===== src/hw/rtl/tpm_pkg.sv =====
// Shared constants and control types for the temporal pixel median block.
`default_nettype none

package tpm_pkg;

  localparam int DATA_W         = 8;
  localparam int BIT_IDX_W      = 3;
  localparam int MAX_FRAMES_DEF = 16;

  // Sequencer to channel selector controls
  typedef struct packed {
    logic                 start;    // latch rank, clear answer and zero count
    logic                 rd_en;    // read store entry at rd_addr
    logic                 acc;      // read data valid, count zero bits
    logic                 decide;   // settle one answer bit
    logic [BIT_IDX_W-1:0] bit_idx;  // bit plane under test
  } tpm_ctrl_t;

endpackage

`default_nettype wire


===== src/hw/rtl/tpm_chan_select.sv =====
// One channel: sample store and bit-serial rank selection, MSB first.
`default_nettype none

module tpm_chan_select #(
  parameter int MAX_FRAMES = tpm_pkg::MAX_FRAMES_DEF,
  parameter int CNT_W      = $clog2(MAX_FRAMES + 1),
  parameter int IDX_W      = (MAX_FRAMES > 1) ? $clog2(MAX_FRAMES) : 1
) (
  input  wire logic                       clk,
  input  wire logic                       wr_en,
  input  wire logic [IDX_W-1:0]           wr_addr,
  input  wire logic [tpm_pkg::DATA_W-1:0] wr_data,
  input  wire logic [IDX_W-1:0]           rd_addr,
  input  wire tpm_pkg::tpm_ctrl_t         ctrl,
  input  wire logic [CNT_W-1:0]           rank,
  output logic      [tpm_pkg::DATA_W-1:0] median
);
  import tpm_pkg::*;

  logic [DATA_W-1:0] mem [MAX_FRAMES];
  logic [DATA_W-1:0] rd_data;
  logic [DATA_W-1:0] ans;
  logic [CNT_W-1:0]  k;
  logic [CNT_W-1:0]  zcnt;
  logic [DATA_W-1:0] hi_mask;
  logic              cand_zero;

  always_ff @(posedge clk) begin
    if (wr_en) begin
      mem[wr_addr] <= wr_data;
    end
    if (ctrl.rd_en) begin
      rd_data <= mem[rd_addr];
    end
  end

  // entry is still a candidate when its bits above the plane match the answer so far
  always_comb begin
    for (int j = 0; j < DATA_W; j++) begin
      hi_mask[j] = (j > int'(ctrl.bit_idx));
    end
    cand_zero = (((rd_data ^ ans) & hi_mask) == '0) && !rd_data[ctrl.bit_idx];
  end

  always_ff @(posedge clk) begin
    if (ctrl.start) begin
      ans  <= '0;
      k    <= rank;
      zcnt <= '0;
    end else if (ctrl.decide) begin
      zcnt <= '0;
      if (zcnt <= k) begin
        ans[ctrl.bit_idx] <= 1'b1;
        k                 <= k - zcnt;
      end
    end else if (ctrl.acc && cand_zero) begin
      zcnt <= zcnt + CNT_W'(1);
    end
  end

  assign median = ans;

endmodule

`default_nettype wire


===== src/hw/rtl/temporal_pixel_median_core.sv =====
// Temporal median core: per-pixel sample stores and a bit-serial median sequencer.
// Unflagged items: one transfer per cycle while in_ready is high, stored, no result.
// Flagged item: starts a median over N = samples held (<= MAX_FRAMES) by eight
//   bit-plane sweeps, each of N store reads (shared read port), a drain and a decide
//   state, then the output register load. Samples beyond a full store are dropped.
// Input is held off (in_ready low) from the flagged transfer until the result is loaded,
//   longer if the previous result still waits; a loaded result may wait in the output
//   register while the next pixel's samples stream in.
// Reset (rst, synchronous): count, overflow flag, sequencer and out_valid cleared;
//   store contents are left undefined.
`default_nettype none

module temporal_pixel_median_core #(
  parameter int MAX_FRAMES = tpm_pkg::MAX_FRAMES_DEF
) (
  input  wire logic                       clk,
  input  wire logic                       rst,
  input  wire logic                       in_valid,
  output logic                            in_ready,
  input  wire logic [tpm_pkg::DATA_W-1:0] sample_first,
  input  wire logic [tpm_pkg::DATA_W-1:0] sample_second,
  input  wire logic [tpm_pkg::DATA_W-1:0] sample_third,
  input  wire logic                       last_frame,
  output logic                            out_valid,
  input  wire logic                       out_ready,
  output logic      [tpm_pkg::DATA_W-1:0] median_first,
  output logic      [tpm_pkg::DATA_W-1:0] median_second,
  output logic      [tpm_pkg::DATA_W-1:0] median_third,
  output logic                            overflowed
);
  import tpm_pkg::*;

  localparam int CNT_W = $clog2(MAX_FRAMES + 1);
  localparam int IDX_W = (MAX_FRAMES > 1) ? $clog2(MAX_FRAMES) : 1;

  typedef enum logic [2:0] {
    ST_IDLE,
    ST_SWEEP,
    ST_DRAIN,
    ST_DECIDE,
    ST_DONE
  } state_t;

  state_t               state;
  logic [CNT_W-1:0]     frames_held;
  logic                 overflow_seen;
  logic [CNT_W-1:0]     sel_count;     // samples taking part in this median
  logic [IDX_W-1:0]     idx;           // sweep read address
  logic [BIT_IDX_W-1:0] bit_idx;       // current bit plane, MSB first
  logic                 acc;           // read data from the sweep is valid

  logic                 in_xfer;
  logic                 store_full;
  logic [CNT_W-1:0]     count_next;
  logic                 sweep_last;
  logic                 out_free;
  tpm_ctrl_t            ctrl;

  logic [DATA_W-1:0]    med_a;
  logic [DATA_W-1:0]    med_b;
  logic [DATA_W-1:0]    med_c;

  assign in_ready   = (state == ST_IDLE);
  assign in_xfer    = in_valid && in_ready;
  assign store_full = (frames_held == CNT_W'(MAX_FRAMES));
  assign count_next = store_full ? frames_held : frames_held + CNT_W'(1);
  assign sweep_last = ((CNT_W'(idx) + CNT_W'(1)) == sel_count);
  assign out_free   = !out_valid || out_ready;

  always_comb begin
    ctrl.start   = in_xfer && last_frame;
    ctrl.rd_en   = (state == ST_SWEEP);
    ctrl.acc     = acc;
    ctrl.decide  = (state == ST_DECIDE);
    ctrl.bit_idx = bit_idx;
  end

  // the three channels share one write and one read address
  tpm_chan_select #(.MAX_FRAMES(MAX_FRAMES), .CNT_W(CNT_W), .IDX_W(IDX_W)) u_sel_first (
    .clk     (clk),
    .wr_en   (in_xfer && !store_full),
    .wr_addr (frames_held[IDX_W-1:0]),
    .wr_data (sample_first),
    .rd_addr (idx),
    .ctrl    (ctrl),
    .rank    (count_next >> 1),
    .median  (med_a)
  );

  tpm_chan_select #(.MAX_FRAMES(MAX_FRAMES), .CNT_W(CNT_W), .IDX_W(IDX_W)) u_sel_second (
    .clk     (clk),
    .wr_en   (in_xfer && !store_full),
    .wr_addr (frames_held[IDX_W-1:0]),
    .wr_data (sample_second),
    .rd_addr (idx),
    .ctrl    (ctrl),
    .rank    (count_next >> 1),
    .median  (med_b)
  );

  tpm_chan_select #(.MAX_FRAMES(MAX_FRAMES), .CNT_W(CNT_W), .IDX_W(IDX_W)) u_sel_third (
    .clk     (clk),
    .wr_en   (in_xfer && !store_full),
    .wr_addr (frames_held[IDX_W-1:0]),
    .wr_data (sample_third),
    .rd_addr (idx),
    .ctrl    (ctrl),
    .rank    (count_next >> 1),
    .median  (med_c)
  );

  always_ff @(posedge clk) begin
    if (rst) begin
      state         <= ST_IDLE;
      frames_held   <= '0;
      overflow_seen <= 1'b0;
      sel_count     <= '0;
      idx           <= '0;
      bit_idx       <= '0;
      acc           <= 1'b0;
      out_valid     <= 1'b0;
    end else begin
      acc <= (state == ST_SWEEP);
      // a new result takes the register as the old one leaves
      if ((state == ST_DONE) && out_free) begin
        out_valid <= 1'b1;
      end else if (out_ready) begin
        out_valid <= 1'b0;
      end
      case (state)
        ST_IDLE: begin
          if (in_xfer) begin
            // a full store drops the sample and flags it
            if (store_full) begin
              overflow_seen <= 1'b1;
            end
            frames_held <= count_next;
            if (last_frame) begin
              sel_count <= count_next;
              idx       <= '0;
              bit_idx   <= BIT_IDX_W'(DATA_W - 1);
              state     <= ST_SWEEP;
            end
          end
        end
        ST_SWEEP: begin
          if (sweep_last) begin
            state <= ST_DRAIN;
          end else begin
            idx <= idx + IDX_W'(1);
          end
        end
        ST_DRAIN: begin
          state <= ST_DECIDE;
        end
        ST_DECIDE: begin
          idx <= '0;
          if (bit_idx == '0) begin
            state <= ST_DONE;
          end else begin
            bit_idx <= bit_idx - BIT_IDX_W'(1);
            state   <= ST_SWEEP;
          end
        end
        ST_DONE: begin
          // hold until the output register is free
          if (out_free) begin
            median_first  <= med_a;
            median_second <= med_b;
            median_third  <= med_c;
            overflowed    <= overflow_seen;
            frames_held   <= '0;
            overflow_seen <= 1'b0;
            state         <= ST_IDLE;
          end
        end
        default: begin
          state <= ST_IDLE;
        end
      endcase
    end
  end

  // count never passes the store depth
  a_count_bound: assert property (@(posedge clk) disable iff (rst)
    frames_held <= CNT_W'(MAX_FRAMES))
    else $error("sample count beyond store depth");

  // a flagged transfer stops further input at once
  a_last_blocks: assert property (@(posedge clk) disable iff (rst)
    in_xfer && last_frame |=> !in_ready)
    else $error("input still open after flagged transfer");

  // a new result only appears from the completion step
  a_result_source: assert property (@(posedge clk) disable iff (rst)
    $rose(out_valid) |-> $past(state == ST_DONE))
    else $error("result raised outside completion");

  // delivering a result clears the pixel state
  a_clear_after: assert property (@(posedge clk) disable iff (rst)
    (state == ST_DONE) && out_free |=> (frames_held == '0) && !overflow_seen && in_ready)
    else $error("pixel state not cleared after result");

endmodule

`default_nettype wire

===== config.mk =====
export PLATFORM = sky130hd
export DESIGN_NAME = temporal_pixel_median_core
export DESIGN_NICKNAME = d
export VERILOG_FILES = /design/src/hw/rtl/tpm_pkg.sv /design/src/hw/rtl/tpm_chan_select.sv /design/src/hw/rtl/temporal_pixel_median_core.sv
export SDC_FILE = /design/constraint.sdc
export NUM_CORES = 1
export LEC_CHECK = 0
export BUFFER_PORTS_ARGS = -buffer_cell sky130_fd_sc_hd__buf_2
export CORE_ASPECT_RATIO = 0.8
export CORE_UTILIZATION = 46
export CTS_CLUSTER_SIZE = 28
export DETAILED_ROUTE_END_ITERATION = 10
export PLACE_DENSITY = 0.64
export SYNTH_ARGS = -nofsm -noshare
export SYNTH_HDL_FRONTEND = slang
export SYNTH_SLANG_ARGS = --single-unit
export TNS_END_PERCENT = 50

===== constraint.sdc =====
create_clock -name clk -period 3.8 [get_ports clk]
set_clock_uncertainty 0.05 [all_clocks]
set_input_delay 0.19 -clock clk [delete_from_list [all_inputs] [get_ports clk]]
set_output_delay 0.19 -clock clk [all_outputs]
set_load 0.01 [all_outputs]

==> reports/results.tsv, run 1 <==
stage	metric	value	unit
timing	Setup Total Neg Slack	0	ns
synth	cell accounting for the most synthesized area	edfxtp_1	
floorplanning	die height	191	um
cts	CTS sink count	510	
route	Routed Wire Length	43000	um
critical_path	CP startpoint kind	flip-flop	
global_route	number of global-route vias before repair	10700	
synth	Post-synth EDFFs	445	
route	DR DRC count	0	
timing	worst slew pin tran	1.04	ns
global_route	initial antenna violation count	1	
power_and_ir_drop	power density over the cells	558	mW/mm^2
cts	CTS Buffer Depth	3	
critical_path	r2r startpoint	bit_idx[1]$_SDFFE_PP0P_	
run_status	status	complete, no violations	
place	# port buffers	55	
critical_path	worst setup path end	u_sel_third.zcnt[4]$_SDFFE_PP0P_	
timing	Final setup viols	0	
final_layout	Fillers	3410	
critical_path	crit path launch	bit_idx[1]$_SDFFE_PP0P_	
critical_path	Crit. End Element	flip-flop	
timing	Slew Viols, Final	0	
global_route	pin count of the biggest net entering global routing	59	
synth	Synth top area share	65.4	%
timing	post-route clock period utilization	73.5	%
global_route	grt ovf	0	
floorplanning	Core Area	0.0435	mm^2
cts	Worst-path clk slew	0.06	ns
synth	syn_area_per_cell	18.2	um^2
timing	Fmax	358	MHz
worst_hold_path	min-delay worst type	in2reg	
synth	Post-synth top cells	edfxtp_1, mux4_2, nor2_1	
final_layout	Layout Nets	1290	
final_layout	area grow syn2layout	14.3	%
synth	count leader, synth	edfxtp_1	
cts	total CTS buffers	49	
route	vias per cell	5.63	
critical_path	FF-to-FF setup slack	1.01	ns
final_layout	FF+latch area	0.0147	mm^2
synth	Post-synth top flop	edfxtp_1	
route	Starting DRT DRC Count	967	
place	routability cong.	0.865	
synth	Synth Warn #	0	
route	Avg WL per Cell	23.0	um
floorplanning	DIE AREA	0.0453	mm^2
cts	CTS root buffer	clkbuf_16	
floorplanning	Boundary Pins	56	
timing	RSZ-0062 raised after global routing	false	
route	DRT Pass-1 Iters	5	
timing	Tmin final	2.79	ns
global_route	global-route wire length before repair	66100	um
power_and_ir_drop	Max VDD drop	0.339	mV
global_route	gr usage total	19.8	%
floorplanning	row count	68	
critical_path	Setup CP Type	reg2reg	
route	Vias	10500	
synth	top cells by area, synth	edfxtp_1, mux4_2, dfxtp_1, ha_1, a21oi_1	
critical_path	Critical Path AT	3.24	ns
floorplanning	Die Wd	238	um
synth	synthesized area	0.0204	mm^2
final_layout	Multi-input gate area	0.00543	mm^2
synth	syn nets	1180	
synth	post-synthesis cell count	1121	
cts	CTS tree	yes	
floorplanning	Initial Util	47.0	%
place	hpwl dp	24100	um
critical_path	CP required	4.25	ns
cts	clock latency on the worst-skew pair	0.59	ns
job	# Max-Cap Violations	0	
power_and_ir_drop	Leak	7.55	nW
critical_path	reg2reg end	u_sel_third.zcnt[4]$_SDFFE_PP0P_	
final_layout	share of final-layout standard cells stronger than drive strength 1	24.0	%
timing	Worst Slack Setup Final	1.01	ns
route	post-route ant nets	0	
synth	sequential area share after synthesis	71.8	%
critical_path	worst-path maximum fanout	27	
timing	Final Hold Fails	0	
cts	H-tree depth	2	
critical_path	R2R cell count	6	
synth	Post-synth ARST share	0	%
synth	#FFs+latches synth	510	
synth	count of cell types in the netlist	63	
place	pre-CTS setup slack	1.05	ns
timing	slew margin rel.	30.4	%
==> critical path, cell delays in order (launching register included) <==
cell and delay [ns]:
dfxtp_1 0.92, inv_1 0.34, and3_4 0.30, a221oi_2 0.30
o2111ai_2 0.26, nor4_1 0.34, mux2i_1 0.21
==> cell usage in the layout, fill, tap and decap left out, types with 6 or more instances in the layout <==
master         instances
mux2i_1               12
nand2_1               27
clkbuf_16             49
mux4_2               120
dlygate4sd3_1         27
dfxtp_1               62
buf_2                 55
xnor2_1               31
buf_4                 25
a21oi_1               60
or3_1                  6
and2_1                11
nand3_1               17
nand2b_1               7
nor2_1                65
xor2_1                13
clkinv_2              15
clkbuf_1               9
a21o_1                12
edfxtp_1             445
and3_1                13
inv_1                 29
ha_1                  27
o21ai_0               27
nor3_1                10
nor2b_1                6
==> flip-flops by register name, summed over array words and instances (netlist names), 4 cells and up <==
register,count
sel_count,5
frames_held,5
u_sel_third.mem,128
u_sel_second.rd_data,8
idx,4
u_sel_third.zcnt,5
u_sel_first.zcnt,5
median_first,8
u_sel_second.median,8
u_sel_third.rd_data,8
u_sel_third.median,8
median_third,8
u_sel_second.mem,128
u_sel_first.mem,128
u_sel_second.zcnt,5
u_sel_third.k,5
u_sel_first.rd_data,8
u_sel_first.median,8
median_second,8
u_sel_second.k,5
u_sel_first.k,5
==> cells by family after synthesis <==
kind of cell | count (synthesis) | synth area share, %
xor+xnor | 44 | 1.89
fa+ha+maj | 30 | 1.95
simple gates | 190 | 4.74
flops | 510 | 71.8
mux | 132 | 13.8
compound gates | 134 | 4.11
buf+inv | 81 | 1.76
==> power breakdown <==
group	internal (mW)	total [mW]	switching (mW)
Clock	2.76	4.82	2.05
Combinational	0.764	1.58	0.813
Sequential	6.39	6.65	0.253
Total	9.92	13.0	3.12
==> worst min path at each step <==
stage / slack [ns] / depth (start not counted) / to / from
2_1_floorplan: 0.24 / 0 / u_sel_first.mem[0][0]$_DFFE_PP_ / sample_first[0]
3_3_place_gp: 0.37 / 0 / overflowed$_DFFE_PP_ / overflow_seen$_SDFFE_PP0P_
3_5_place_dp: 0.37 / 0 / overflowed$_DFFE_PP_ / overflow_seen$_SDFFE_PP0P_
4_1_cts: 0.05 / 5 / state[0]$_SDFFE_PP0P_ / last_frame
5_1_grt: 0.12 / 5 / state[0]$_SDFFE_PP0P_ / last_frame
6_report: 0.07 / 5 / state[0]$_SDFFE_PP0P_ / last_frame
==> final cells by class <==
class	count	area share, %
antenna	3	0.0321
clock buffer	60	5.51
multi-input combinational	530	23.2
inverter	30	0.482
tap	595	3.19
sequential	510	62.8
clock inverter	29	1.32
timing repair buffer	110	3.40
==> metrics by stage <==
stage	util [%]	cell area, um^2	power, mW	instances	hold WS, ns
final	53.7	23400	13.0	1867	0.0659
after global routing	53.7	23300	13.5	1865	0.124
after CTS	53.7	23300	13.2	1864	0.0502
after detailed placement	49.4	21500	8.34	1748	0.366
after global placement	49.4	21500	8.31	1748	0.368
after floorplan	-	20400	7.83	1121	0.239
==> metal layers <==
layer | track usage, % | wire length [um] | vias to the layer above
met5 | 0 | 0 | -
met3 | 3.18 | 2410 | 62
met2 | 31.9 | 20600 | 309
met1 | 28.4 | 19300 | 5464
met4 | 4.64 | 711 | 0
li1 | - | - | 4680
==> timing repair <==
action,in CTS,in global routing
resized for setup,0,0
buffers inserted,0,0
endpoints found under the hold margin,388,0
hold buffers,27,0
No activity file was read; power rests on OpenSTA's default activity.
==> run 2, diff against run 1 <==
Clock period 3.8 ns to 2.8 ns, I/O delays scaled along.
==> run 2 against run 1 <==
Sequential share of layout area fell by 0.95 points. Global-route usage is 0.37 points higher. First-iteration DRC count down 4.3%. Register-to-register slack worse by 0.69 ns. Combinational power grew 44%. Count of clock-buffer cells in the layout is 1 lower. Core utilization rose by 0.83 points. Non-clock buffer count grew 16. Clock power is 36% higher. Setup slack got worse by 0.69 ns. Critical endpoint unchanged.
==> reports/results.tsv, run 2 (synthesis gave the netlist of run 1 again) <==
stage	metric	value	unit	change
run_status	status	complete, no violations		unchanged
critical_path	CP required	3.25	ns	was 4.25 ns
final_layout	FF+latch area	0.0147	mm^2	unchanged
floorplanning	Die Wd	238	um	unchanged
floorplanning	Core Area	0.0435	mm^2	unchanged
final_layout	ANT cells	0		was 3
floorplanning	die height	191	um	unchanged
critical_path	Crit. End Element	flip-flop		unchanged
global_route	grt ovf	0		unchanged
cts	CTS Buffer Depth	3		unchanged
timing	Setup Total Neg Slack	0	ns	unchanged
route	Starting DRT DRC Count	925		was 967
final_layout	design area	0.0237	mm^2	was 0.0234 mm^2
final_layout	commonest non-fill, non-tap cell in the layout	edfxtp_1		unchanged
global_route	gr usage total	20.1	%	was 19.8%
timing	slew margin rel.	46.6	%	was 30.4%
route	DRT Pass-1 Iters	5		unchanged
cts	CTS tree	yes		unchanged
critical_path	Setup CP Type	reg2reg		unchanged
final_layout	Layout Nets	1306		was 1290
route	Routed Wire Length	43900	um	was 43000 um
global_route	number of global-route vias before repair	10700		about the same
cts	H-tree depth	2		unchanged
floorplanning	row count	68		unchanged
timing	post-route clock period utilization	88.7	%	was 73.5%
final_layout	Multi-input gate area	0.00543	mm^2	about the same
final_layout	Fillers	3339		was 3410
cts	CTS sink count	510		unchanged
cts	post-CTS setup buffers	0		unchanged
critical_path	worst-path maximum fanout	15		was 27
route	Vias	10500		about the same
critical_path	FF-to-FF setup slack	0.32	ns	was 1.01 ns
floorplanning	Boundary Pins	56		unchanged
route	Avg WL per Cell	23.3	um	was 23.0 um
job	# Max-Cap Violations	0		unchanged
power_and_ir_drop	Max VDD drop	0.554	mV	was 0.339 mV
timing	RSZ-0062 raised after global routing	false		unchanged
cts	CTS root buffer	clkbuf_16		unchanged
global_route	initial antenna violation count	0		was 1
floorplanning	DIE AREA	0.0453	mm^2	unchanged
route	post-route ant nets	0		unchanged
global_route	pin count of the biggest net entering global routing	33		was 59
place	routability cong.	0.823		was 0.865
worst_hold_path	WHS Path Cells	0		was 5
place	# port buffers	55		unchanged
final_layout	Regs by FF count	u_sel_first.mem x128, u_sel_second.mem x128, u_sel_third.mem x128		unchanged
cts	Worst-path clk slew	0.06	ns	about the same
place	placed inst area	0.0218	mm^2	was 0.0215 mm^2
final_layout	area grow syn2layout	16.0	%	was 14.3%
critical_path	CP startpoint kind	flip-flop		unchanged
place	hpwl dp	25200	um	was 24100 um
timing	Slew Viols, Final	0		unchanged
critical_path	r2r startpoint	bit_idx[1]$_SDFFE_PP0P_		unchanged
power_and_ir_drop	power density over the cells	751	mW/mm^2	was 558 mW/mm^2
critical_path	Critical Path AT	2.93	ns	was 3.24 ns
critical_path	reg2reg end	u_sel_third.zcnt[4]$_SDFFE_PP0P_		unchanged
timing	Tmin final	2.48	ns	was 2.79 ns
floorplanning	Initial Util	47.0	%	unchanged
timing	Final Hold Fails	0		unchanged
global_route	global-route wire length before repair	67000	um	was 66100 um
worst_hold_path	min-delay worst type	reg2reg		was in2reg
route	vias per cell	5.60		was 5.63
final_layout	share of final-layout standard cells stronger than drive strength 1	24.4	%	was 24.0%
timing	Fmax	403	MHz	was 358 MHz
cts	total CTS buffers	49		unchanged
power_and_ir_drop	Leak	7.70	nW	was 7.55 nW
cts	clock latency on the worst-skew pair	0.58	ns	was 0.59 ns
worst_hold_path	min-delay src	overflow_seen$_SDFFE_PP0P_		was last_frame
final_layout	most frequent cells in the layout	edfxtp_1, mux4_2, nor2_1		unchanged
timing	worst slew pin tran	0.800	ns	was 1.04 ns
route	DR DRC count	0		unchanged
worst_hold_path	Hold Crit Endpoint	overflowed$_DFFE_PP_		was state[0]$_SDFFE_PP0P_
critical_path	R2R cell count	8		was 6
timing	Final setup viols	0		unchanged
run 2: cell types whose count changed in the layout (fill, tap and decap cells not counted), sizes merged:
cell         delta
clkinvlp        -3
dlygate4sd3     +3
diode           -3
clkinv          +5
inv             +2
clkbuf          -1
buf            +13
run 2: metrics by stage:
stage          setup slack [ns]  instances  power (mW)  hold WS (ns)  utilization [%]
2_1_floorplan            0.0938       1121        10.6         0.189                -
3_3_place_gp              0.482       1761        11.3         0.369             50.1
3_5_place_dp              0.378       1761        11.4         0.370             50.1
4_1_cts                   0.349       1883        18.0         0.386             54.5
5_1_grt                   0.103       1883        18.5         0.392             54.5
6_report                  0.316       1883        17.8         0.385             54.5
run 2: where the power goes:
group	internal, mW	switching, mW
Combinational	1.10	1.18
Clock	3.74	2.83
Sequential	8.68	0.289
run 2: worst max-delay path by stage:
| stage | cells past startpoint | slack, ns | start | end |
|---|---|---|---|---|
| final | 8 | 0.32 | bit_idx[1]$_SDFFE_PP0P_ | u_sel_third.zcnt[4]$_SDFFE_PP0P_ |
| after global routing | 8 | 0.10 | bit_idx[1]$_SDFFE_PP0P_ | u_sel_third.zcnt[4]$_SDFFE_PP0P_ |
| after CTS | 8 | 0.35 | bit_idx[1]$_SDFFE_PP0P_ | u_sel_third.zcnt[4]$_SDFFE_PP0P_ |
| after detailed placement | 8 | 0.38 | bit_idx[1]$_SDFFE_PP0P_ | u_sel_third.zcnt[4]$_SDFFE_PP0P_ |
| after global placement | 8 | 0.48 | bit_idx[1]$_SDFFE_PP0P_ | u_sel_third.zcnt[2]$_SDFFE_PP0P_ |
| after floorplan | 3 | 0.09 | state[0]$_SDFFE_PP0P_ | u_sel_first.mem[15][0]$_DFFE_PP_ |
run 2: layout make-up:
cell class / instances / share of cell area (%)
well taps: 595 / 3.14
multi-input cells: 530 / 22.9
repair buffers: 126 / 4.78
inverters: 30 / 0.475
clock buffers: 59 / 5.37
flip-flops and latches: 510 / 61.9
clock inverters: 33 / 1.45
run 2: repair_timing:
item / in CTS / in global routing
endpoints found under the setup margin: 0 / 0
gates resized for setup: 0 / 0
hold buffers: 30 / 0
endpoints found under the hold margin: 402 / 0
run 2: layer usage:
metal	up-vias	global-route usage (%)	share of wire [%]
li1	4730	-	-
met1	5461	28.1	44
met2	288	33.6	49
met3	58	2.85	4.6
met4	0	4.96	1.7
met5	-	0	0
run 2: worst max-delay path, stage by stage, from the launching register on:
cell and delay [ns]:
dfxtp_1 0.63, buf_4 0.30, ha_1 0.16, and2_1 0.16
o22ai_1 0.10, a221oi_2 0.20, o2111ai_2 0.25, nor4_1 0.32
mux2i_1 0.24
